## src/rtl/ac3df_pkg.sv

```systemverilog
// Shared types, constants and the frame length table of the AC-3 sync frame deframer.
// No dependencies; the queue, front end, back end, top level and bench import this package.
package ac3df_pkg;

  localparam int HEADER_BYTES_DEF = 10;
  localparam int QUEUE_DEPTH      = 4;
  localparam int NUM_SIZE_CODES   = 38;

  localparam logic [7:0]  SYNC_BYTE0 = 8'h0B;
  localparam logic [7:0]  SYNC_BYTE1 = 8'h77;
  localparam logic [1:0]  FSCOD_RSVD = 2'd3;
  localparam logic [2:0]  ACMOD_2_0  = 3'd2;
  localparam logic [2:0]  ACMOD_1_0  = 3'd1;
  localparam logic [15:0] SKIP_MAX   = 16'hFFFF;

  typedef enum logic [1:0] {
    PH_HUNT0,
    PH_HUNT1,
    PH_HEADER,
    PH_PAYLOAD
  } phase_t;

  typedef struct packed {
    logic [1:0]  fscod;
    logic [5:0]  size_code;
    logic [4:0]  bsid;
    logic [3:0]  bsmod;
    logic [2:0]  acmod;
    logic        lfe_on;
    logic [11:0] frame_bytes;
    logic [15:0] skipped;
  } frame_info_t;

  // One queue entry: either a single payload byte or a command to emit the
  // buffered header bytes.
  typedef struct packed {
    logic        hdr_cmd;
    logic [7:0]  data;
    logic        first;
    logic        last;
    frame_info_t info;
  } q_entry_t;

  // Words per sync frame. Odd size codes differ from the even code below
  // them only at 44.1 kHz, by one word.
  function automatic logic [10:0] frame_words(input logic [5:0] size_code,
                                              input logic [1:0] fscod);
    logic [10:0] w48;
    logic [10:0] w44;
    logic [10:0] w32;
    logic [10:0] res;
    unique case (size_code[5:1])
      5'd0:    begin w48 = 11'd64;   w44 = 11'd69;   w32 = 11'd96;   end
      5'd1:    begin w48 = 11'd80;   w44 = 11'd87;   w32 = 11'd120;  end
      5'd2:    begin w48 = 11'd96;   w44 = 11'd104;  w32 = 11'd144;  end
      5'd3:    begin w48 = 11'd112;  w44 = 11'd121;  w32 = 11'd168;  end
      5'd4:    begin w48 = 11'd128;  w44 = 11'd139;  w32 = 11'd192;  end
      5'd5:    begin w48 = 11'd160;  w44 = 11'd174;  w32 = 11'd240;  end
      5'd6:    begin w48 = 11'd192;  w44 = 11'd208;  w32 = 11'd288;  end
      5'd7:    begin w48 = 11'd224;  w44 = 11'd243;  w32 = 11'd336;  end
      5'd8:    begin w48 = 11'd256;  w44 = 11'd278;  w32 = 11'd384;  end
      5'd9:    begin w48 = 11'd320;  w44 = 11'd348;  w32 = 11'd480;  end
      5'd10:   begin w48 = 11'd384;  w44 = 11'd417;  w32 = 11'd576;  end
      5'd11:   begin w48 = 11'd448;  w44 = 11'd487;  w32 = 11'd672;  end
      5'd12:   begin w48 = 11'd512;  w44 = 11'd557;  w32 = 11'd768;  end
      5'd13:   begin w48 = 11'd640;  w44 = 11'd696;  w32 = 11'd960;  end
      5'd14:   begin w48 = 11'd768;  w44 = 11'd835;  w32 = 11'd1152; end
      5'd15:   begin w48 = 11'd896;  w44 = 11'd975;  w32 = 11'd1344; end
      5'd16:   begin w48 = 11'd1024; w44 = 11'd1114; w32 = 11'd1536; end
      5'd17:   begin w48 = 11'd1152; w44 = 11'd1253; w32 = 11'd1728; end
      5'd18:   begin w48 = 11'd1280; w44 = 11'd1393; w32 = 11'd1920; end
      default: begin w48 = 11'd0;    w44 = 11'd0;    w32 = 11'd0;    end
    endcase
    unique case (fscod)
      2'd0:    res = w48;
      2'd1:    res = w44 + {10'd0, size_code[0]};
      2'd2:    res = w32;
      default: res = 11'd0;
    endcase
    return res;
  endfunction

endpackage

```

## src/rtl/ac3df_if.sv

```systemverilog
// Channel interfaces of the AC-3 sync frame deframer: raw byte input and frame byte output.
// No dependencies.
interface ac3df_byte_if;
  logic       valid;
  logic       ready;
  logic [7:0] data_byte;

  modport source (output valid, output data_byte, input ready);
  modport sink   (input valid, input data_byte, output ready);
endinterface

interface ac3df_frame_if;
  logic        valid;
  logic        ready;
  logic [7:0]  out_byte;
  logic        first_in_frame;
  logic        last_in_frame;
  logic [1:0]  sample_rate_code;
  logic [5:0]  frame_size_code;
  logic [4:0]  stream_id;
  logic [3:0]  service_mode;
  logic [2:0]  channel_mode;
  logic        lfe_on;
  logic [11:0] frame_bytes;
  logic [15:0] skipped_bytes;

  modport source (output valid, output out_byte, output first_in_frame,
                  output last_in_frame, output sample_rate_code,
                  output frame_size_code, output stream_id, output service_mode,
                  output channel_mode, output lfe_on, output frame_bytes,
                  output skipped_bytes, input ready);
  modport sink   (input valid, input out_byte, input first_in_frame,
                  input last_in_frame, input sample_rate_code,
                  input frame_size_code, input stream_id, input service_mode,
                  input channel_mode, input lfe_on, input frame_bytes,
                  input skipped_bytes, output ready);
endinterface

```

## src/rtl/ac3df_queue.sv

```systemverilog
// Short FIFO of work entries between the deframer's front end and its output stage.
// Depends on ac3df_pkg.
module ac3df_queue (
  input  logic               clk,
  input  logic               rst_n,
  input  logic               push,
  input  ac3df_pkg::q_entry_t push_data,
  output logic               full,
  input  logic               pop,
  output ac3df_pkg::q_entry_t pop_data,
  output logic               empty
);
  import ac3df_pkg::*;

  localparam int PTR_W = $clog2(QUEUE_DEPTH);
  localparam logic [PTR_W:0] DEPTH_CNT = (PTR_W + 1)'(QUEUE_DEPTH);

  q_entry_t         entries [QUEUE_DEPTH];
  logic [PTR_W-1:0] wr_ptr_r;
  logic [PTR_W-1:0] rd_ptr_r;
  logic [PTR_W:0]   cnt_r;
  logic [PTR_W-1:0] wr_ptr_nxt;
  logic [PTR_W-1:0] rd_ptr_nxt;
  logic [PTR_W:0]   cnt_nxt;

  assign full     = (cnt_r == DEPTH_CNT);
  assign empty    = (cnt_r == '0);
  assign pop_data = entries[rd_ptr_r];

  always_comb begin
    wr_ptr_nxt = push ? wr_ptr_r + 1'b1 : wr_ptr_r;
    rd_ptr_nxt = pop ? rd_ptr_r + 1'b1 : rd_ptr_r;
    cnt_nxt    = cnt_r;
    if (push && !pop) begin
      cnt_nxt = cnt_r + 1'b1;
    end else if (pop && !push) begin
      cnt_nxt = cnt_r - 1'b1;
    end
  end

  always_ff @(posedge clk) begin
    if (!rst_n) begin
      wr_ptr_r <= '0;
      rd_ptr_r <= '0;
      cnt_r    <= '0;
    end else begin
      wr_ptr_r <= wr_ptr_nxt;
      rd_ptr_r <= rd_ptr_nxt;
      cnt_r    <= cnt_nxt;
    end
  end

  always_ff @(posedge clk) begin
    if (push) begin
      entries[wr_ptr_r] <= push_data;
    end
  end

endmodule

```

## src/rtl/ac3df_front.sv

```systemverilog
// Front end of the deframer: sync hunt, header capture and check, skip counting.
// Depends on ac3df_pkg and ac3df_if; feeds ac3df_queue and shares the header buffer.
module ac3df_front #(
  parameter int HEADER_BYTES = ac3df_pkg::HEADER_BYTES_DEF
) (
  input  logic                clk,
  input  logic                rst_n,
  ac3df_byte_if.sink          in_stream,
  input  logic                cfg_wr_en,
  input  logic                cfg_wr_data,
  output logic                q_push,
  output ac3df_pkg::q_entry_t q_push_data,
  input  logic                q_full,
  output logic [7:0]          hdr_store [HEADER_BYTES]
);
  import ac3df_pkg::*;

  localparam int CNT_W = $clog2(HEADER_BYTES + 1);
  localparam int IDX_W = $clog2(HEADER_BYTES);
  localparam logic [CNT_W-1:0] HB_CNT  = CNT_W'(HEADER_BYTES);
  localparam logic [CNT_W-1:0] SYNC_LEN = CNT_W'(2);
  localparam logic [16:0]      HB_SKIP = 17'(HEADER_BYTES);
  localparam logic [11:0]      HB_LEN  = 12'(HEADER_BYTES);
  // With the shortest header the mode byte is the byte that completes it.
  localparam bit MODE_BYTE_LAST = (HEADER_BYTES == 7);

  phase_t           phase_r, phase_nxt;
  logic [CNT_W-1:0] hdr_cnt_r, hdr_cnt_nxt;
  logic [11:0]      payload_left_r, payload_left_nxt;
  logic [15:0]      skip_r, skip_nxt;
  logic             first_pend_r, first_pend_nxt;
  frame_info_t      info_r, info_nxt;
  logic             strip_r;

  logic             accept;
  logic             store_we;
  logic [IDX_W-1:0] store_idx;
  logic [16:0]      skip_inc;
  logic [16:0]      skip_sum;
  logic [11:0]      left_dec;
  logic [CNT_W-1:0] cnt_inc;

  // Header decode
  logic [7:0]  mode_byte;
  logic [1:0]  fscod;
  logic [5:0]  size_code;
  logic [2:0]  acmod;
  logic [2:0]  lfe_pos;
  logic        hdr_ok;
  logic [11:0] total_len;
  frame_info_t new_info;

  assign in_stream.ready = !q_full;
  assign accept          = in_stream.valid && !q_full;

  assign mode_byte = MODE_BYTE_LAST ? in_stream.data_byte : hdr_store[6];
  assign fscod     = hdr_store[4][7:6];
  assign size_code = hdr_store[4][5:0];
  assign acmod     = mode_byte[7:5];
  assign hdr_ok    = (fscod != FSCOD_RSVD) && (size_code < 6'(NUM_SIZE_CODES));
  assign total_len = {frame_words(size_code, fscod), 1'b0};

  // lfeon follows the optional mix level and surround mode fields.
  always_comb begin
    lfe_pos = 3'd4;
    if (acmod == ACMOD_2_0) begin
      lfe_pos = 3'd2;
    end else begin
      if (acmod[0] && (acmod != ACMOD_1_0)) begin
        lfe_pos = lfe_pos - 3'd2;
      end
      if (acmod[2]) begin
        lfe_pos = lfe_pos - 3'd2;
      end
    end
  end

  always_comb begin
    new_info.fscod       = fscod;
    new_info.size_code   = size_code;
    new_info.bsid        = hdr_store[5][7:3];
    new_info.bsmod       = hdr_store[5][3:0];
    new_info.acmod       = acmod;
    new_info.lfe_on      = mode_byte[lfe_pos];
    new_info.frame_bytes = strip_r ? total_len - HB_LEN : total_len;
    new_info.skipped     = skip_r;
  end

  assign cnt_inc  = hdr_cnt_r + 1'b1;
  assign left_dec = (payload_left_r != '0) ? payload_left_r - 1'b1 : payload_left_r;
  assign skip_sum = {1'b0, skip_r} + skip_inc;

  always_comb begin
    phase_nxt        = phase_r;
    hdr_cnt_nxt      = hdr_cnt_r;
    payload_left_nxt = payload_left_r;
    skip_nxt         = skip_r;
    first_pend_nxt   = first_pend_r;
    info_nxt         = info_r;
    skip_inc         = '0;
    store_we         = 1'b0;
    store_idx        = '0;
    q_push           = 1'b0;
    q_push_data.hdr_cmd = 1'b0;
    q_push_data.data    = in_stream.data_byte;
    q_push_data.first   = 1'b0;
    q_push_data.last    = 1'b0;
    q_push_data.info    = info_r;

    if (accept) begin
      unique case (phase_r)
        PH_HUNT0: begin
          if (in_stream.data_byte == SYNC_BYTE0) begin
            store_we  = 1'b1;
            phase_nxt = PH_HUNT1;
          end else begin
            skip_inc = 17'd1;
          end
        end
        PH_HUNT1: begin
          if (in_stream.data_byte == SYNC_BYTE1) begin
            store_we    = 1'b1;
            store_idx   = IDX_W'(1);
            hdr_cnt_nxt = SYNC_LEN;
            phase_nxt   = PH_HEADER;
          end else if (in_stream.data_byte == SYNC_BYTE0) begin
            // drop the old candidate, keep this one
            skip_inc = 17'd1;
          end else begin
            skip_inc  = 17'd2;
            phase_nxt = PH_HUNT0;
          end
        end
        PH_HEADER: begin
          store_we    = 1'b1;
          store_idx   = hdr_cnt_r[IDX_W-1:0];
          hdr_cnt_nxt = cnt_inc;
          if (cnt_inc == HB_CNT) begin
            hdr_cnt_nxt = '0;
            if (!hdr_ok) begin
              skip_inc  = HB_SKIP;
              phase_nxt = PH_HUNT0;
            end else begin
              info_nxt         = new_info;
              skip_nxt         = '0;
              payload_left_nxt = total_len - HB_LEN;
              first_pend_nxt   = strip_r;
              phase_nxt        = PH_PAYLOAD;
              if (!strip_r) begin
                q_push              = 1'b1;
                q_push_data.hdr_cmd = 1'b1;
                q_push_data.info    = new_info;
              end
            end
          end
        end
        PH_PAYLOAD: begin
          q_push            = 1'b1;
          q_push_data.first = first_pend_r;
          q_push_data.last  = (left_dec == '0);
          first_pend_nxt    = 1'b0;
          payload_left_nxt  = left_dec;
          if (left_dec == '0) begin
            phase_nxt = PH_HUNT0;
          end
        end
        default: begin
          phase_nxt = PH_HUNT0;
        end
      endcase
      if (skip_inc != '0) begin
        skip_nxt = skip_sum[16] ? SKIP_MAX : skip_sum[15:0];
      end
    end
  end

  always_ff @(posedge clk) begin
    if (!rst_n) begin
      phase_r        <= PH_HUNT0;
      hdr_cnt_r      <= '0;
      payload_left_r <= '0;
      skip_r         <= '0;
      first_pend_r   <= 1'b0;
      info_r         <= '0;
      strip_r        <= 1'b0;
    end else begin
      phase_r        <= phase_nxt;
      hdr_cnt_r      <= hdr_cnt_nxt;
      payload_left_r <= payload_left_nxt;
      skip_r         <= skip_nxt;
      first_pend_r   <= first_pend_nxt;
      info_r         <= info_nxt;
      if (cfg_wr_en) begin
        strip_r <= cfg_wr_data;
      end
    end
  end

  always_ff @(posedge clk) begin
    if (store_we) begin
      hdr_store[store_idx] <= in_stream.data_byte;
    end
  end

endmodule

```

## src/rtl/ac3df_back.sv

```systemverilog
// Back end of the deframer: pops work entries, replays the header buffer, drives the output register.
// Depends on ac3df_pkg and ac3df_if; reads the header buffer held by ac3df_front.
module ac3df_back #(
  parameter int HEADER_BYTES = ac3df_pkg::HEADER_BYTES_DEF
) (
  input  logic                clk,
  input  logic                rst_n,
  input  logic                q_empty,
  input  ac3df_pkg::q_entry_t q_pop_data,
  output logic                q_pop,
  input  logic [7:0]          hdr_store [HEADER_BYTES],
  ac3df_frame_if.source       out_stream
);
  import ac3df_pkg::*;

  localparam int IDX_W = $clog2(HEADER_BYTES);
  localparam logic [IDX_W-1:0] LAST_IDX = IDX_W'(HEADER_BYTES - 1);

  logic             out_valid_r, out_valid_nxt;
  q_entry_t         out_ent_r, out_ent_nxt;
  logic             busy_r, busy_nxt;
  logic [IDX_W-1:0] idx_r, idx_nxt;
  frame_info_t      hdr_info_r, hdr_info_nxt;
  logic             can_load;

  assign can_load = !out_valid_r || out_stream.ready;

  always_comb begin
    out_valid_nxt = out_valid_r;
    out_ent_nxt   = out_ent_r;
    busy_nxt      = busy_r;
    idx_nxt       = idx_r;
    hdr_info_nxt  = hdr_info_r;
    q_pop         = 1'b0;
    if (can_load) begin
      out_valid_nxt = 1'b0;
      if (busy_r) begin
        // replay the rest of the header, one byte per cycle while the output can load
        out_valid_nxt       = 1'b1;
        out_ent_nxt.hdr_cmd = 1'b0;
        out_ent_nxt.data    = hdr_store[idx_r];
        out_ent_nxt.first   = 1'b0;
        out_ent_nxt.last    = 1'b0;
        out_ent_nxt.info    = hdr_info_r;
        idx_nxt             = idx_r + 1'b1;
        if (idx_r == LAST_IDX) begin
          busy_nxt = 1'b0;
        end
      end else if (!q_empty) begin
        q_pop         = 1'b1;
        out_valid_nxt = 1'b1;
        out_ent_nxt   = q_pop_data;
        if (q_pop_data.hdr_cmd) begin
          out_ent_nxt.hdr_cmd = 1'b0;
          out_ent_nxt.data    = hdr_store[0];
          out_ent_nxt.first   = 1'b1;
          out_ent_nxt.last    = 1'b0;
          hdr_info_nxt        = q_pop_data.info;
          busy_nxt            = 1'b1;
          idx_nxt             = IDX_W'(1);
        end
      end
    end
  end

  always_ff @(posedge clk) begin
    if (!rst_n) begin
      out_valid_r <= 1'b0;
      busy_r      <= 1'b0;
      idx_r       <= '0;
    end else begin
      out_valid_r <= out_valid_nxt;
      busy_r      <= busy_nxt;
      idx_r       <= idx_nxt;
    end
  end

  always_ff @(posedge clk) begin
    out_ent_r  <= out_ent_nxt;
    hdr_info_r <= hdr_info_nxt;
  end

  assign out_stream.valid            = out_valid_r;
  assign out_stream.out_byte         = out_ent_r.data;
  assign out_stream.first_in_frame   = out_ent_r.first;
  assign out_stream.last_in_frame    = out_ent_r.last;
  assign out_stream.sample_rate_code = out_ent_r.info.fscod;
  assign out_stream.frame_size_code  = out_ent_r.info.size_code;
  assign out_stream.stream_id        = out_ent_r.info.bsid;
  assign out_stream.service_mode     = out_ent_r.info.bsmod;
  assign out_stream.channel_mode     = out_ent_r.info.acmod;
  assign out_stream.lfe_on           = out_ent_r.info.lfe_on;
  assign out_stream.frame_bytes      = out_ent_r.info.frame_bytes;
  assign out_stream.skipped_bytes    = out_ent_r.info.skipped;

endmodule

```

## src/rtl/ac3_syncframe_deframer_top.sv

```systemverilog
// Top level of the AC-3 sync frame deframer: front end, work queue and output stage.
// Depends on ac3df_pkg, ac3df_if, ac3df_front, ac3df_queue and ac3df_back.
//
// Usage:
//   in_stream carries the raw AC-3 elementary stream, one byte per transaction.
//   out_stream carries the bytes of each valid sync frame, in stream order,
//   each tagged with first/last marks, the frame's header fields, its emitted
//   length and the count of bytes discarded ahead of its sync word.
//   cfg_wr_en/cfg_wr_data write the strip-header bit; it is sampled when a
//   header completes and holds for that frame. Write it only while idle.
// Path: an accepted payload byte passes through the work queue into the
//   output register, which drives out_stream. Once its replay command leaves
//   the queue, the header is replayed from its buffer one byte per cycle unless stalled.
// Throughput: one byte per cycle sustained while out_stream is not stalled;
//   the output stage moves one byte per cycle, so a header replay holds back
//   the following payload, absorbed by the queue and then by in_stream.ready.
// Reset: hunt for the first sync byte, strip bit cleared, queue empty,
//   skip count zero.
// Stall: while out_stream is stalled the output register holds; the queue
//   fills and then in_stream.ready drops until the receiver takes data.
module ac3_syncframe_deframer_top #(
  parameter int HEADER_BYTES = ac3df_pkg::HEADER_BYTES_DEF
) (
  input  logic          clk,
  input  logic          rst_n,
  ac3df_byte_if.sink    in_stream,
  ac3df_frame_if.source out_stream,
  input  logic          cfg_wr_en,
  input  logic          cfg_wr_data
);
  import ac3df_pkg::*;

  logic       q_push;
  q_entry_t   q_push_data;
  logic       q_full;
  logic       q_pop;
  q_entry_t   q_pop_data;
  logic       q_empty;
  logic [7:0] hdr_store [HEADER_BYTES];

  // Classify each incoming byte; push payload bytes and header replay commands.
  ac3df_front #(
    .HEADER_BYTES(HEADER_BYTES)
  ) u_front (
    .clk         (clk),
    .rst_n       (rst_n),
    .in_stream   (in_stream),
    .cfg_wr_en   (cfg_wr_en),
    .cfg_wr_data (cfg_wr_data),
    .q_push      (q_push),
    .q_push_data (q_push_data),
    .q_full      (q_full),
    .hdr_store   (hdr_store)
  );

  // Decouple the hunt from the output stage. Its depth stays far below the
  // shortest payload, so the header buffer is never rewritten before replay ends.
  ac3df_queue u_queue (
    .clk       (clk),
    .rst_n     (rst_n),
    .push      (q_push),
    .push_data (q_push_data),
    .full      (q_full),
    .pop       (q_pop),
    .pop_data  (q_pop_data),
    .empty     (q_empty)
  );

  // Drain the queue into the output register; replay headers byte by byte.
  ac3df_back #(
    .HEADER_BYTES(HEADER_BYTES)
  ) u_back (
    .clk        (clk),
    .rst_n      (rst_n),
    .q_empty    (q_empty),
    .q_pop_data (q_pop_data),
    .q_pop      (q_pop),
    .hdr_store  (hdr_store),
    .out_stream (out_stream)
  );

  // The front end only pushes when it has taken an input, which it does only
  // with room in the queue.
  a_no_overflow: assert property (@(posedge clk) disable iff (!rst_n)
    q_push |-> !q_full)
    else $error("work queue overflow");

  a_no_empty_pop: assert property (@(posedge clk) disable iff (!rst_n)
    q_pop |-> !q_empty)
    else $error("pop from empty work queue");

  // Every frame is far longer than one byte.
  a_first_not_last: assert property (@(posedge clk) disable iff (!rst_n)
    out_stream.valid |-> !(out_stream.first_in_frame && out_stream.last_in_frame))
    else $error("frame marked first and last on one byte");

  // Only checked headers reach the output.
  a_valid_header: assert property (@(posedge clk) disable iff (!rst_n)
    out_stream.valid |-> (out_stream.sample_rate_code != FSCOD_RSVD) &&
                         (out_stream.frame_size_code < 6'(NUM_SIZE_CODES)))
    else $error("reserved header code on output");

endmodule

```

## src/flat_wrapper.sv

```systemverilog
// flat-port wrapper written by rule: the top's interface ports become plain ports
module ac3_syncframe_deframer_top_flat import ac3df_pkg::*;
#(
  parameter int HEADER_BYTES = ac3df_pkg::HEADER_BYTES_DEF
)
  (clk, rst_n, cfg_wr_en, cfg_wr_data, in_stream_valid, in_stream_data_byte, in_stream_ready, out_stream_valid, out_stream_out_byte, out_stream_first_in_frame, out_stream_last_in_frame, out_stream_sample_rate_code, out_stream_frame_size_code, out_stream_stream_id, out_stream_service_mode, out_stream_channel_mode, out_stream_lfe_on, out_stream_frame_bytes, out_stream_skipped_bytes, out_stream_ready);
  ac3df_byte_if in_stream_i ();
  ac3df_frame_if out_stream_i ();
  input  logic clk;
  input  logic rst_n;
  input  logic cfg_wr_en;
  input  logic cfg_wr_data;
  input wire logic [$bits(in_stream_i.valid)-1:0] in_stream_valid;
  input wire logic [$bits(in_stream_i.data_byte)-1:0] in_stream_data_byte;
  output wire logic [$bits(in_stream_i.ready)-1:0] in_stream_ready;
  output wire logic [$bits(out_stream_i.valid)-1:0] out_stream_valid;
  output wire logic [$bits(out_stream_i.out_byte)-1:0] out_stream_out_byte;
  output wire logic [$bits(out_stream_i.first_in_frame)-1:0] out_stream_first_in_frame;
  output wire logic [$bits(out_stream_i.last_in_frame)-1:0] out_stream_last_in_frame;
  output wire logic [$bits(out_stream_i.sample_rate_code)-1:0] out_stream_sample_rate_code;
  output wire logic [$bits(out_stream_i.frame_size_code)-1:0] out_stream_frame_size_code;
  output wire logic [$bits(out_stream_i.stream_id)-1:0] out_stream_stream_id;
  output wire logic [$bits(out_stream_i.service_mode)-1:0] out_stream_service_mode;
  output wire logic [$bits(out_stream_i.channel_mode)-1:0] out_stream_channel_mode;
  output wire logic [$bits(out_stream_i.lfe_on)-1:0] out_stream_lfe_on;
  output wire logic [$bits(out_stream_i.frame_bytes)-1:0] out_stream_frame_bytes;
  output wire logic [$bits(out_stream_i.skipped_bytes)-1:0] out_stream_skipped_bytes;
  input wire logic [$bits(out_stream_i.ready)-1:0] out_stream_ready;
  assign in_stream_i.valid = in_stream_valid;
  assign in_stream_i.data_byte = in_stream_data_byte;
  assign in_stream_ready = in_stream_i.ready;
  assign out_stream_valid = out_stream_i.valid;
  assign out_stream_out_byte = out_stream_i.out_byte;
  assign out_stream_first_in_frame = out_stream_i.first_in_frame;
  assign out_stream_last_in_frame = out_stream_i.last_in_frame;
  assign out_stream_sample_rate_code = out_stream_i.sample_rate_code;
  assign out_stream_frame_size_code = out_stream_i.frame_size_code;
  assign out_stream_stream_id = out_stream_i.stream_id;
  assign out_stream_service_mode = out_stream_i.service_mode;
  assign out_stream_channel_mode = out_stream_i.channel_mode;
  assign out_stream_lfe_on = out_stream_i.lfe_on;
  assign out_stream_frame_bytes = out_stream_i.frame_bytes;
  assign out_stream_skipped_bytes = out_stream_i.skipped_bytes;
  assign out_stream_i.ready = out_stream_ready;
  ac3_syncframe_deframer_top #(.HEADER_BYTES(HEADER_BYTES)) u_core (.clk(clk), .rst_n(rst_n), .in_stream(in_stream_i), .out_stream(out_stream_i), .cfg_wr_en(cfg_wr_en), .cfg_wr_data(cfg_wr_data));
endmodule
```

## config.mk

```make
export PLATFORM = sky130hd
export DESIGN_NAME = ac3_syncframe_deframer_top_flat
export DESIGN_NICKNAME = d
export VERILOG_FILES = /design/src/rtl/ac3df_pkg.sv /design/src/rtl/ac3df_if.sv /design/src/rtl/ac3df_queue.sv /design/src/rtl/ac3df_front.sv /design/src/rtl/ac3df_back.sv /design/src/rtl/ac3_syncframe_deframer_top.sv /design/src/flat_wrapper.sv
export SDC_FILE = /design/constraint.sdc
export NUM_CORES = 1
export LEC_CHECK = 0
export BUFFER_PORTS_ARGS = -buffer_cell sky130_fd_sc_hd__buf_2
export CAP_MARGIN = 10
export CORE_MARGIN = 10
export CORE_UTILIZATION = 50
export DETAILED_ROUTE_END_ITERATION = 12
export PLACE_DENSITY = 0.69
export RECOVER_POWER = 50
export SETUP_SLACK_MARGIN = 0.05
export SYNTH_ARGS = -nofsm -noshare
export SYNTH_HDL_FRONTEND = slang
export SYNTH_SLANG_ARGS = --single-unit
```

## constraint.sdc

```tcl
create_clock -name clk -period 8.29 [get_ports clk]
set_input_delay 2.487 -clock clk [delete_from_list [all_inputs] [get_ports clk]]
set_output_delay 2.487 -clock clk [all_outputs]
set_load 0.005 [all_outputs]
```

==> impl_metrics.ini, run 1 <==
[sta]
hold_viol_final = 0
drv_slew = 334
clock_skew_ns = 0.02815
relSlewSlack_pct = -165.9
finalCritPeriodShare_pct = 77.26
min_period_ns = 6.405
rsz0062_at_grt = false
max_slew.worst_pin.slew_ns = 3.989
tns_ns = 0
fmax_mhz = 156.1
setup_slack_ns = 1.885
setup_viol = 0

[placement]
dpl.hpwl_mm = 32.43
pre_cts_ws_ns = 2.237
dp_cells = 2400
place_congestion = 0.8926
io_buffer_count = 73

[die]
start_util_pct = 50.75
die_w_um = 234.9
rows = 78
core_area_mm2 = 0.04548
dieHeight_um = 234.9
pin_count = 75
die-area_mm2 = 0.05516

[synth]
synth-xor-area-share_pct = 0.9107
synthMuxAreaShare_pct = 10.17
netlist_instances = 1801
synth.distinct_cells = 88
synth-adder-area-share_pct = 1.691
synth_top_family_by_area = simple AND/OR/NAND/NOR gates
syn_avg_cell_area_um2 = 12.82
yosysSeqAreaShare_pct = 64.44
synth_edf_count = 416
synthSimpleGateAreaFrac_pct = 13.22
synthesis.nets = 1845
ys_seq_elements = 535
synth-warning-count = 0
synthesis.area_mm2 = 0.02308
ys.flop_type = edfxtp_1
async_flop_share_pct = 0
synth_compound_gate_area_share_pct = 7.117

[critical_path]
worstPathRequired_ns = 8.62
crit_type = in -> reg
crit_arrival_ns = 6.74
crit_path_start_kind = primary input
reg2regPathDepth = 8
path_max_fanout = 66
crit_path_end_kind = flop

[cells_and_area]
multi_input_area_mm2 = 0.007644
finalNonFillerCells = 2496
final_util_pct = 56.08
n_fill_cell = 3767
seqCellArea_mm2 = 0.01488
area_growth_pct = 10.50
drive_gt1_share_pct = 11.45
finalNetCount = 1899

[power_and_ir_drop]
p_per_area_mw_per_mm2 = 262.2
finalPower_mw = 6.687
p_leak_nw = 8.067
ir_worst_vdd_mv = 0.1795

[status]
status = finished, violations left
violations = max-capacitance violations, max-slew violations

[clock_network]
numCtsBuffers = 52
cts_root_buffer = clkbuf_16
cts_buffer_depth = 3
clk_pin_slew_worst_paths_ns = 0.06
cts-resized-gates = 0
insertion_delay_ns = 0.60
cts.sinks = 535
cts_tree = built
htreeDepth = 2
holdBufCountCts = 0
post-cts-setup-buffers = 0

[flow_run]
cap_violations = 7

[global_routing]
grt_remaining_overflow = 0
grt_most_used_layer = met2
grt_use_total_pct = 18.44
antenna_found_initial = 2
grt_use_met1_pct = 24.07
grt_pass1_wl_mm = 81.84
use_met3_pct = 5.153
gr-usage-met2_pct = 29.49
grt_max_degree = 70
grt_pass1_vias = 14418

[hold_path]
holdPathStages = 2
holdCritPathClass = reg -> reg

[detailed_routing]
wl_per_cell_um = 20.92
drtAntennaViolNets = 0
routed_via_density = 5.822
dr.pass1.iters = 6
num_vias = 14532
drc = 0
drt_iter0_markers = 1668
wl_mm = 52.21
==> layer usage <==
metal | part of all wire [%] | wire [um]
met1 | 42 | 21970
met2 | 47 | 24400
met3 | 8.5 | 4460
met4 | 2.6 | 1368
met5 | 0.017 | 9
==> area by class of cell <==
| type | instances | area share (%) |
|---|---|---|
| repair buffers | 100 | 1.761 |
| clock inverters | 30 | 0.9909 |
| clock buffers | 64 | 5.519 |
| inverters | 32 | 0.4709 |
| well taps | 600 | 2.943 |
| multi-input cells | 1134 | 29.97 |
| flip-flops and latches | 535 | 58.34 |
| diodes | 1 | 0.009811 |
==> final timing paths <==
path                              from                          endpoint  slack (ns)
min reg2reg  u_core.u_front.info_r[20]         u_core.u_front.info_r[20]        0.45
max                    in_stream_valid  u_core.u_front.payload_left_r[6]        1.89
max reg2reg    u_core.u_queue.cnt_r[0]  u_core.u_front.payload_left_r[6]        2.95
min          u_core.u_front.info_r[20]         u_core.u_front.info_r[20]        0.45
==> critical path, stage by stage <==
cell and delay (ns):
clkbuf_1 0.12, nand3_1 0.22, nor2_1 0.12, nand2_2 0.10, clkbuf_1 2.14, o21ai_0 1.04, nand4b_1 0.37, a31oi_1 0.11
==> power by group <==
group / internal [mW] / leakage (nW) / switching, mW
logic: 0.341 / 3.05 / 0.690
clock network: 1.32 / 0.815 / 0.987
registers: 3.26 / 4.20 / 0.0866
==> per-stage QoR <==
| step | area (um2) | hold WS, ns |
|---|---|---|
| 2_1_floorplan | 23080 | 0.4275 |
| 3_3_place_gp | 23980 | 0.4412 |
| 3_5_place_dp | 23980 | 0.4453 |
| 4_1_cts | 25640 | 0.4538 |
| 5_1_grt | 25500 | 0.4706 |
| 6_report | 25510 | 0.4522 |
==> synth_stat cells (8+ instances only) <==
master / count / area share (%)
edfxtp_1: 416 / 54
nand2_1: 415 / 6.7
dfxtp_1: 119 / 10
nor2_1: 102 / 1.7
a21oi_1: 74 / 1.6
mux4_2: 74 / 7.2
clkbuf_1: 57 / 0.93
mux2i_1: 52 / 2.3
o21ai_0: 47 / 1.0
ha_1: 28 / 1.5
nand3_1: 28 / 0.61
inv_1: 27 / 0.44
o22ai_1: 26 / 0.70
buf_2: 24 / 0.52
nor3_1: 24 / 0.52
nand4_1: 17 / 0.46
a31oi_1: 16 / 0.43
and2_1: 15 / 0.41
nand2b_1: 15 / 0.41
xnor2_1: 14 / 0.53
and3_1: 13 / 0.35
buf_1: 12 / 0.20
mux2_2: 11 / 0.54
a211oi_1: 10 / 0.33
xor2_1: 10 / 0.38
nor4_1: 8 / 0.22
o211ai_1: 8 / 0.26
or3_1: 8 / 0.22
==> cell usage in the layout (no fill, tap or decap), drive strengths merged, types with 5 or more instances in the layout <==
master and n:
inv 30, a21oi 75, mux2i 54, clkbuf 141
xor2 10, nand4 17, mux2 11, edfxtp 416
mux4 74, a311o 5, a311oi 6, nand2 417
a211o 5, a22oi 6, nor3 25, a21o 5
nor2 103, ha 28, and3 13, o21ai 50
nand3 29, a31oi 16, a211oi 10, nor2b 7
nor4 9, nand2b 15, xnor2 14, o21a 5
and2 16, o211ai 8, or3 9, nand3b 5
clkinv 25, dfxtp 119, o22ai 27, buf 23
==> flip-flops by register name (all words and copies together), names as in the netlist, 3 cells and up, named ones only <==
name / cells
u_core.u_front.skip_r: 16
u_core.u_front.info_r: 47
u_core.u_front.hdr_store: 72
u_core.u_queue.cnt_r: 3
u_core.u_back.out_stream.channel_mode: 3
u_core.u_back.out_stream.skipped_bytes: 16
u_core.u_back.out_stream.stream_id: 5
u_core.u_front.mode_byte: 8
u_core.u_queue.entries: 232
u_core.u_back.out_stream.service_mode: 3
u_core.u_front.payload_left_r: 12
u_core.u_back.idx_r: 4
u_core.u_back.out_stream.frame_size_code: 6
u_core.u_back.out_stream.out_byte: 8
u_core.u_front.hdr_cnt_r: 4
u_core.u_back.out_stream.frame_bytes: 11
u_core.u_back.hdr_info_r: 47
==> logic make-up (layout without fill, tap and decap cells) <==
group	after synthesis	after routing
and+or+nand+nor	688	688
other	1	2
muxes	139	139
buffers and inverters	132	226
xor gates and xnor gates	24	24
AOI/OAI and AO/OA	252	252
adders and majority gates	30	30
DFF	535	535
(Power assumes the default switching activity.)
==> run 2: changes to the inputs <==
==> constraint.sdc (replaced) <==
create_clock -name clk -period 5.92 [get_ports clk]
set_input_delay 1.776 -clock clk [delete_from_list [all_inputs] [get_ports clk]]
set_output_delay 1.776 -clock clk [all_outputs]
set_load 0.005 [all_outputs]
==> impl_metrics.ini, run 2 (same netlist as run 1, synthesis figures left out) <==
[power_and_ir_drop]
p_per_area_mw_per_mm2 = 371.3
p_leak_nw = 8.184
ir_worst_vdd_mv = 0.3478

[clock_network]
cts-resized-gates = 0
post-cts-setup-buffers = 0
cts_root_buffer = clkbuf_16
cts_buffer_depth = 3
numCtsBuffers = 54
insertion_delay_ns = 0.60
htreeDepth = 2
cts_tree = built
cts.sinks = 535
clk_pin_slew_worst_paths_ns = 0.06
holdBufCountCts = 0

[die]
rows = 78
die_w_um = 234.9
core_area_mm2 = 0.04548
start_util_pct = 50.75
die-area_mm2 = 0.05516
dieHeight_um = 234.9
pin_count = 75

[critical_path]
slowest_delay_ns = 0.52
worstSetupStartpoint = in_stream_data_byte[3]
crit_path_start_kind = primary input
crit_path_end_kind = flop
cp_cell_sequence = clkbuf_1 -> clkbuf_1 -> and2_1 -> nand2_1 -> mux2i_1 -> nor2_1 -> ha_1 -> fa_1 -> a31oi_1 -> or3_1 -> or2_2 -> nor4_4 -> o21ai_0 -> o22ai_1
crit_slowest_cell = nor4_4
r2r-end = u_core.u_back.out_stream.out_byte[1]
cpMostUsedCell = clkbuf_1
path_max_fanout = 12
crit_type = in -> reg
worstPathRequired_ns = 6.42
reg2regPathDepth = 4
r2r_setup_slack_ns = 1.21
crit_arrival_ns = 5.59

[placement]
place_congestion = 0.8979
io_buffer_count = 73
dpl.hpwl_mm = 32.60

[global_routing]
grt_max_degree = 70
antenna_found_initial = 1
grt_use_total_pct = 18.42
grt_remaining_overflow = 0
grt_pass1_vias = 14259
grt_pass1_wl_mm = 81.13

[cells_and_area]
final_cell_mix = edfxtp_1 (416), nand2_1 (414), dfxtp_1 (117)
top_regs = u_core.u_queue.entries (232), u_core.u_front.hdr_store (72)
drive_gt1_share_pct = 12.43
final_common_cell = edfxtp_1
largest_reg_flops = 232
regMostFlops = u_core.u_queue.entries
antenna_cells = 0
area_growth_pct = 11.51
finalNetCount = 1906
n_fill_cell = 3745

[detailed_routing]
drt_iter0_markers = 1441
wl_mm = 52.21
num_vias = 14583
wl_per_cell_um = 20.83
routed_via_density = 5.819
dr.pass1.iters = 5
drc = 0
drtAntennaViolNets = 0

[hold_path]
holdCritPathClass = reg -> reg
hold_end = u_core.u_front.info_r[27]
min_from = u_core.u_front.info_r[27]
holdPathStages = 2

[sta]
hold_viol_final = 0
drv_slew = 192
relSlewSlack_pct = -167.3
finalCritPeriodShare_pct = 85.97
fmax_mhz = 196.5
fin_hold_ws_ns = 0.4516
clock_skew_ns = 0.02094
min_period_ns = 5.089
max_slew.worst_pin.slew_ns = 4.010
setup_viol = 0
rsz0062_at_grt = false
tns_ns = 0

[status]
violations = max-capacitance violations, max-slew violations
status = finished, violations left

[flow_run]
cap_violations = 4
## run 2: changes by cell type in the layout (fill, tap and decap cells not counted), sizes merged
cell / previous run / this run
buf: 23 / 35
bufinv: 4 / 5
clkinv: 25 / 19
clkbuf: 141 / 145
diode: 1 / 0
## run 2: worst max-delay path, delay by kind of cell
kind,cells,cell delay [ns]
AND/OR/NAND/NOR,6,1.89
buffers and inverters,2,0.83
adder cells (fa/ha/maj),2,0.49
AO/OA/AOI/OAI,3,0.44
multiplexers,1,0.16
## run 2: area by class of cell
type,count,area (um2),share of cell area [%]
clock inverters,25,259.0,1.006
flip-flops and latches,535,14880,57.81
multi-input cells,1134,7665,29.78
well taps,600,750.7,2.917
clock buffers,75,1533,5.955
inverters,32,120.1,0.4667
repair buffers,105,531.8,2.066
## run 2: worst max-delay path by stage
stage	end	cells past startpoint
2_1_floorplan	u_core.u_back.idx_r[3]	6
3_3_place_gp	u_core.u_front.skip_r[13]	14
3_5_place_dp	u_core.u_front.skip_r[13]	14
4_1_cts	u_core.u_front.skip_r[13]	14
5_1_grt	u_core.u_front.skip_r[0]	15
6_report	u_core.u_front.skip_r[13]	14
## run 2: per-stage QoR
step | cells | utilization, % | setup WS [ns] | total power [mW] | instance area (um2)
finish | 2506 | 56.59 | 0.8309 | 9.557 | 25740
global route | 2506 | 56.59 | 0.5353 | 9.997 | 25740
CTS | 2506 | 56.85 | 1.305 | 9.685 | 25850
detailed placement | 2406 | 52.91 | 0.6918 | 6.269 | 24060
global placement | 2406 | 52.91 | 0.7303 | 6.242 | 24060
floorplan | 1801 | - | 0.4416 | 5.706 | 23080
## run 2: report_power, final
group	internal (mW)	switching, mW
sequential	4.56	0.119
combinational	0.486	0.972
clock	2.02	1.40
## run 2: layer usage
metal,up-vias,track usage [%],part of all wire (%)
li1,6788,-,-
met5,-,0,0.025
met2,512,29.65,47
met3,104,3.859,7.3
met1,7177,24.57,43
met4,2,5.945,2.8
==> run 3: changes to the inputs <==
--- a/config.mk
+++ b/config.mk
@@ -5,7 +5,7 @@
 export SDC_FILE = /design/constraint.sdc
 export NUM_CORES = 1
 export LEC_CHECK = 0
-export BUFFER_PORTS_ARGS = -buffer_cell sky130_fd_sc_hd__buf_2
+export BUFFER_PORTS_ARGS = -buffer_cell sky130_fd_sc_hd__buf_4
 export CAP_MARGIN = 10
 export CORE_MARGIN = 10
 export CORE_UTILIZATION = 50
==> impl_metrics.ini, run 3 (same netlist as run 1, synthesis figures left out) <==
[status]
status = finished, violations left
violations = max-capacitance violations, max-slew violations

[hold_path]
min_from = u_core.u_front.info_r[27]
holdCritPathClass = reg -> reg
hold_end = u_core.u_front.info_r[27]
holdPathStages = 2

[detailed_routing]
routed_via_density = 5.863
num_vias = 14657
drt_iter0_markers = 1470
dr.pass1.iters = 5
wl_mm = 52.17
drc = 0
drtAntennaViolNets = 0
wl_per_cell_um = 20.87

[clock_network]
htreeDepth = 2
clk_pin_slew_worst_paths_ns = 0.06
cts-resized-gates = 0
cts.sinks = 535
holdBufCountCts = 0
post-cts-setup-buffers = 0
insertion_delay_ns = 0.61
numCtsBuffers = 53
cts_buffer_depth = 3
cts_tree = built
cts_root_buffer = clkbuf_16

[die]
core_area_mm2 = 0.04548
dieHeight_um = 234.9
die-area_mm2 = 0.05516
rows = 78
start_util_pct = 50.75
die_w_um = 234.9
pin_count = 75

[sta]
setup_viol = 0
rsz0062_at_grt = false
max_slew.worst_pin.slew_ns = 3.819
tns_ns = 0
fmax_mhz = 194.8
fin_hold_ws_ns = 0.4554
clock_skew_ns = 0.02317
finalCritPeriodShare_pct = 86.72
drv_slew = 275
relSlewSlack_pct = -154.6
hold_viol_final = 0
min_period_ns = 5.134

[flow_run]
cap_violations = 8

[power_and_ir_drop]
ir_worst_vdd_mv = 0.3067
p_per_area_mw_per_mm2 = 367.5
finalPower_mw = 9.465
combPwrFrac_pct = 16.1
seqPwrFrac_pct = 49.4
p_int_mw = 6.982
p_sw_share_pct = 26.23
p_leak_nw = 8.237
clock_power_share_pct = 34.5
p_sw_mw = 2.483

[cells_and_area]
area_growth_pct = 11.56
largest_reg_flops = 232
final_util_pct = 56.62
n_fill_cell = 3730
regMostFlops = u_core.u_queue.entries
final_cell_mix = edfxtp_1 (416), nand2_1 (414), dfxtp_1 (117)
antenna_cells = 0
drive_gt1_share_pct = 13.79
finalNonFillerCells = 2500
final_common_cell = edfxtp_1
top_regs = u_core.u_queue.entries (232), u_core.u_front.hdr_store (72)
finalNetCount = 1904

[global_routing]
grt_pass1_vias = 14436
antenna_found_initial = 2
grt_remaining_overflow = 0
grt_max_degree = 70
grt_use_total_pct = 18.48
grt_pass1_wl_mm = 82.37

[critical_path]
path_max_fanout = 21
crit_path_start_kind = primary input
crit_type = in -> reg
crit_arrival_ns = 5.64
r2r_setup_slack_ns = 1.24
r2r-end = u_core.u_back.out_stream.skipped_bytes[10]
r2r_start = u_core.u_back.busy_r
reg2regPathDepth = 4
worstPathRequired_ns = 6.43
crit_path_end_kind = flop

[placement]
dp_cells = 2405
dpl.hpwl_mm = 33.05
io_buffer_count = 73
place_congestion = 0.8656
[run 3: changes by cell type in the layout (fill, tap and decap cells not counted), sizes merged]
cell and delta:
clkinvlp +1, inv +1, bufinv -1, buf -10, clkinv +3
[run 3: layout make-up]
| class | instances | area (um2) | share of cell area (%) |
|---|---|---|---|
| Sequential cell | 535 | 14880 | 57.78 |
| Multi-Input combinational cell | 1134 | 7634 | 29.64 |
| Clock buffer | 66 | 1406 | 5.461 |
| Tap cell | 600 | 750.7 | 2.915 |
| Timing Repair Buffer | 104 | 684.4 | 2.658 |
| Clock inverter | 29 | 276.5 | 1.074 |
| Inverter | 32 | 120.1 | 0.4664 |
[run 3: layer usage]
metal / share of wire (%) / global-route usage (%)
met4: 2.5 / 5.712
met5: 0.050 / 0
met3: 7.8 / 4.045
met1: 44 / 25.79
met2: 46 / 28.44
[run 3: how the worst max path moves through the flow]
stage	from	endpoint	slack [ns]	depth (start not counted)
global placement	in_stream_data_byte[2]	u_core.u_front.skip_r[13]	0.84	14
finish	in_stream_data_byte[3]	u_core.u_front.skip_r[13]	0.79	14
detailed placement	in_stream_data_byte[2]	u_core.u_front.skip_r[13]	0.75	14
floorplan	out_stream_ready	u_core.u_back.idx_r[3]	0.44	6
global route	in_stream_data_byte[3]	u_core.u_front.skip_r[13]	0.54	14
CTS	in_stream_data_byte[2]	u_core.u_front.skip_r[13]	1.37	14
[run 3: critical path, stage by stage]
cell      delay (ns)
clkbuf_1        0.19
clkbuf_1        0.69
and2_0          0.28
nand2_1         0.11
mux2i_1         0.18
nor2_1          0.13
ha_1            0.22
fa_1            0.24
a31oi_1         0.16
or3_1           0.45
or2_2           0.36
nor4_4          0.53
o21ai_0         0.15
o22ai_1         0.16
[run 3: power groups by stage]
stage	combinational [mW]	sequential, mW	clock (mW)
2_1_floorplan	0.958	4.75	0
3_3_place_gp	1.59	4.73	0
3_5_place_dp	1.61	4.74	0
4_1_cts	1.62	4.67	3.32
5_1_grt	1.71	4.71	3.47
6_report	1.53	4.67	3.27
[run 3: stage by stage]
stage	worst slack [ns]	area [um2]
after detailed placement	0.7457	24220
final	0.7861	25750
after global placement	0.8384	24220
after floorplan	0.4416	23080
after global routing	0.5383	25750
after CTS	1.371	25910
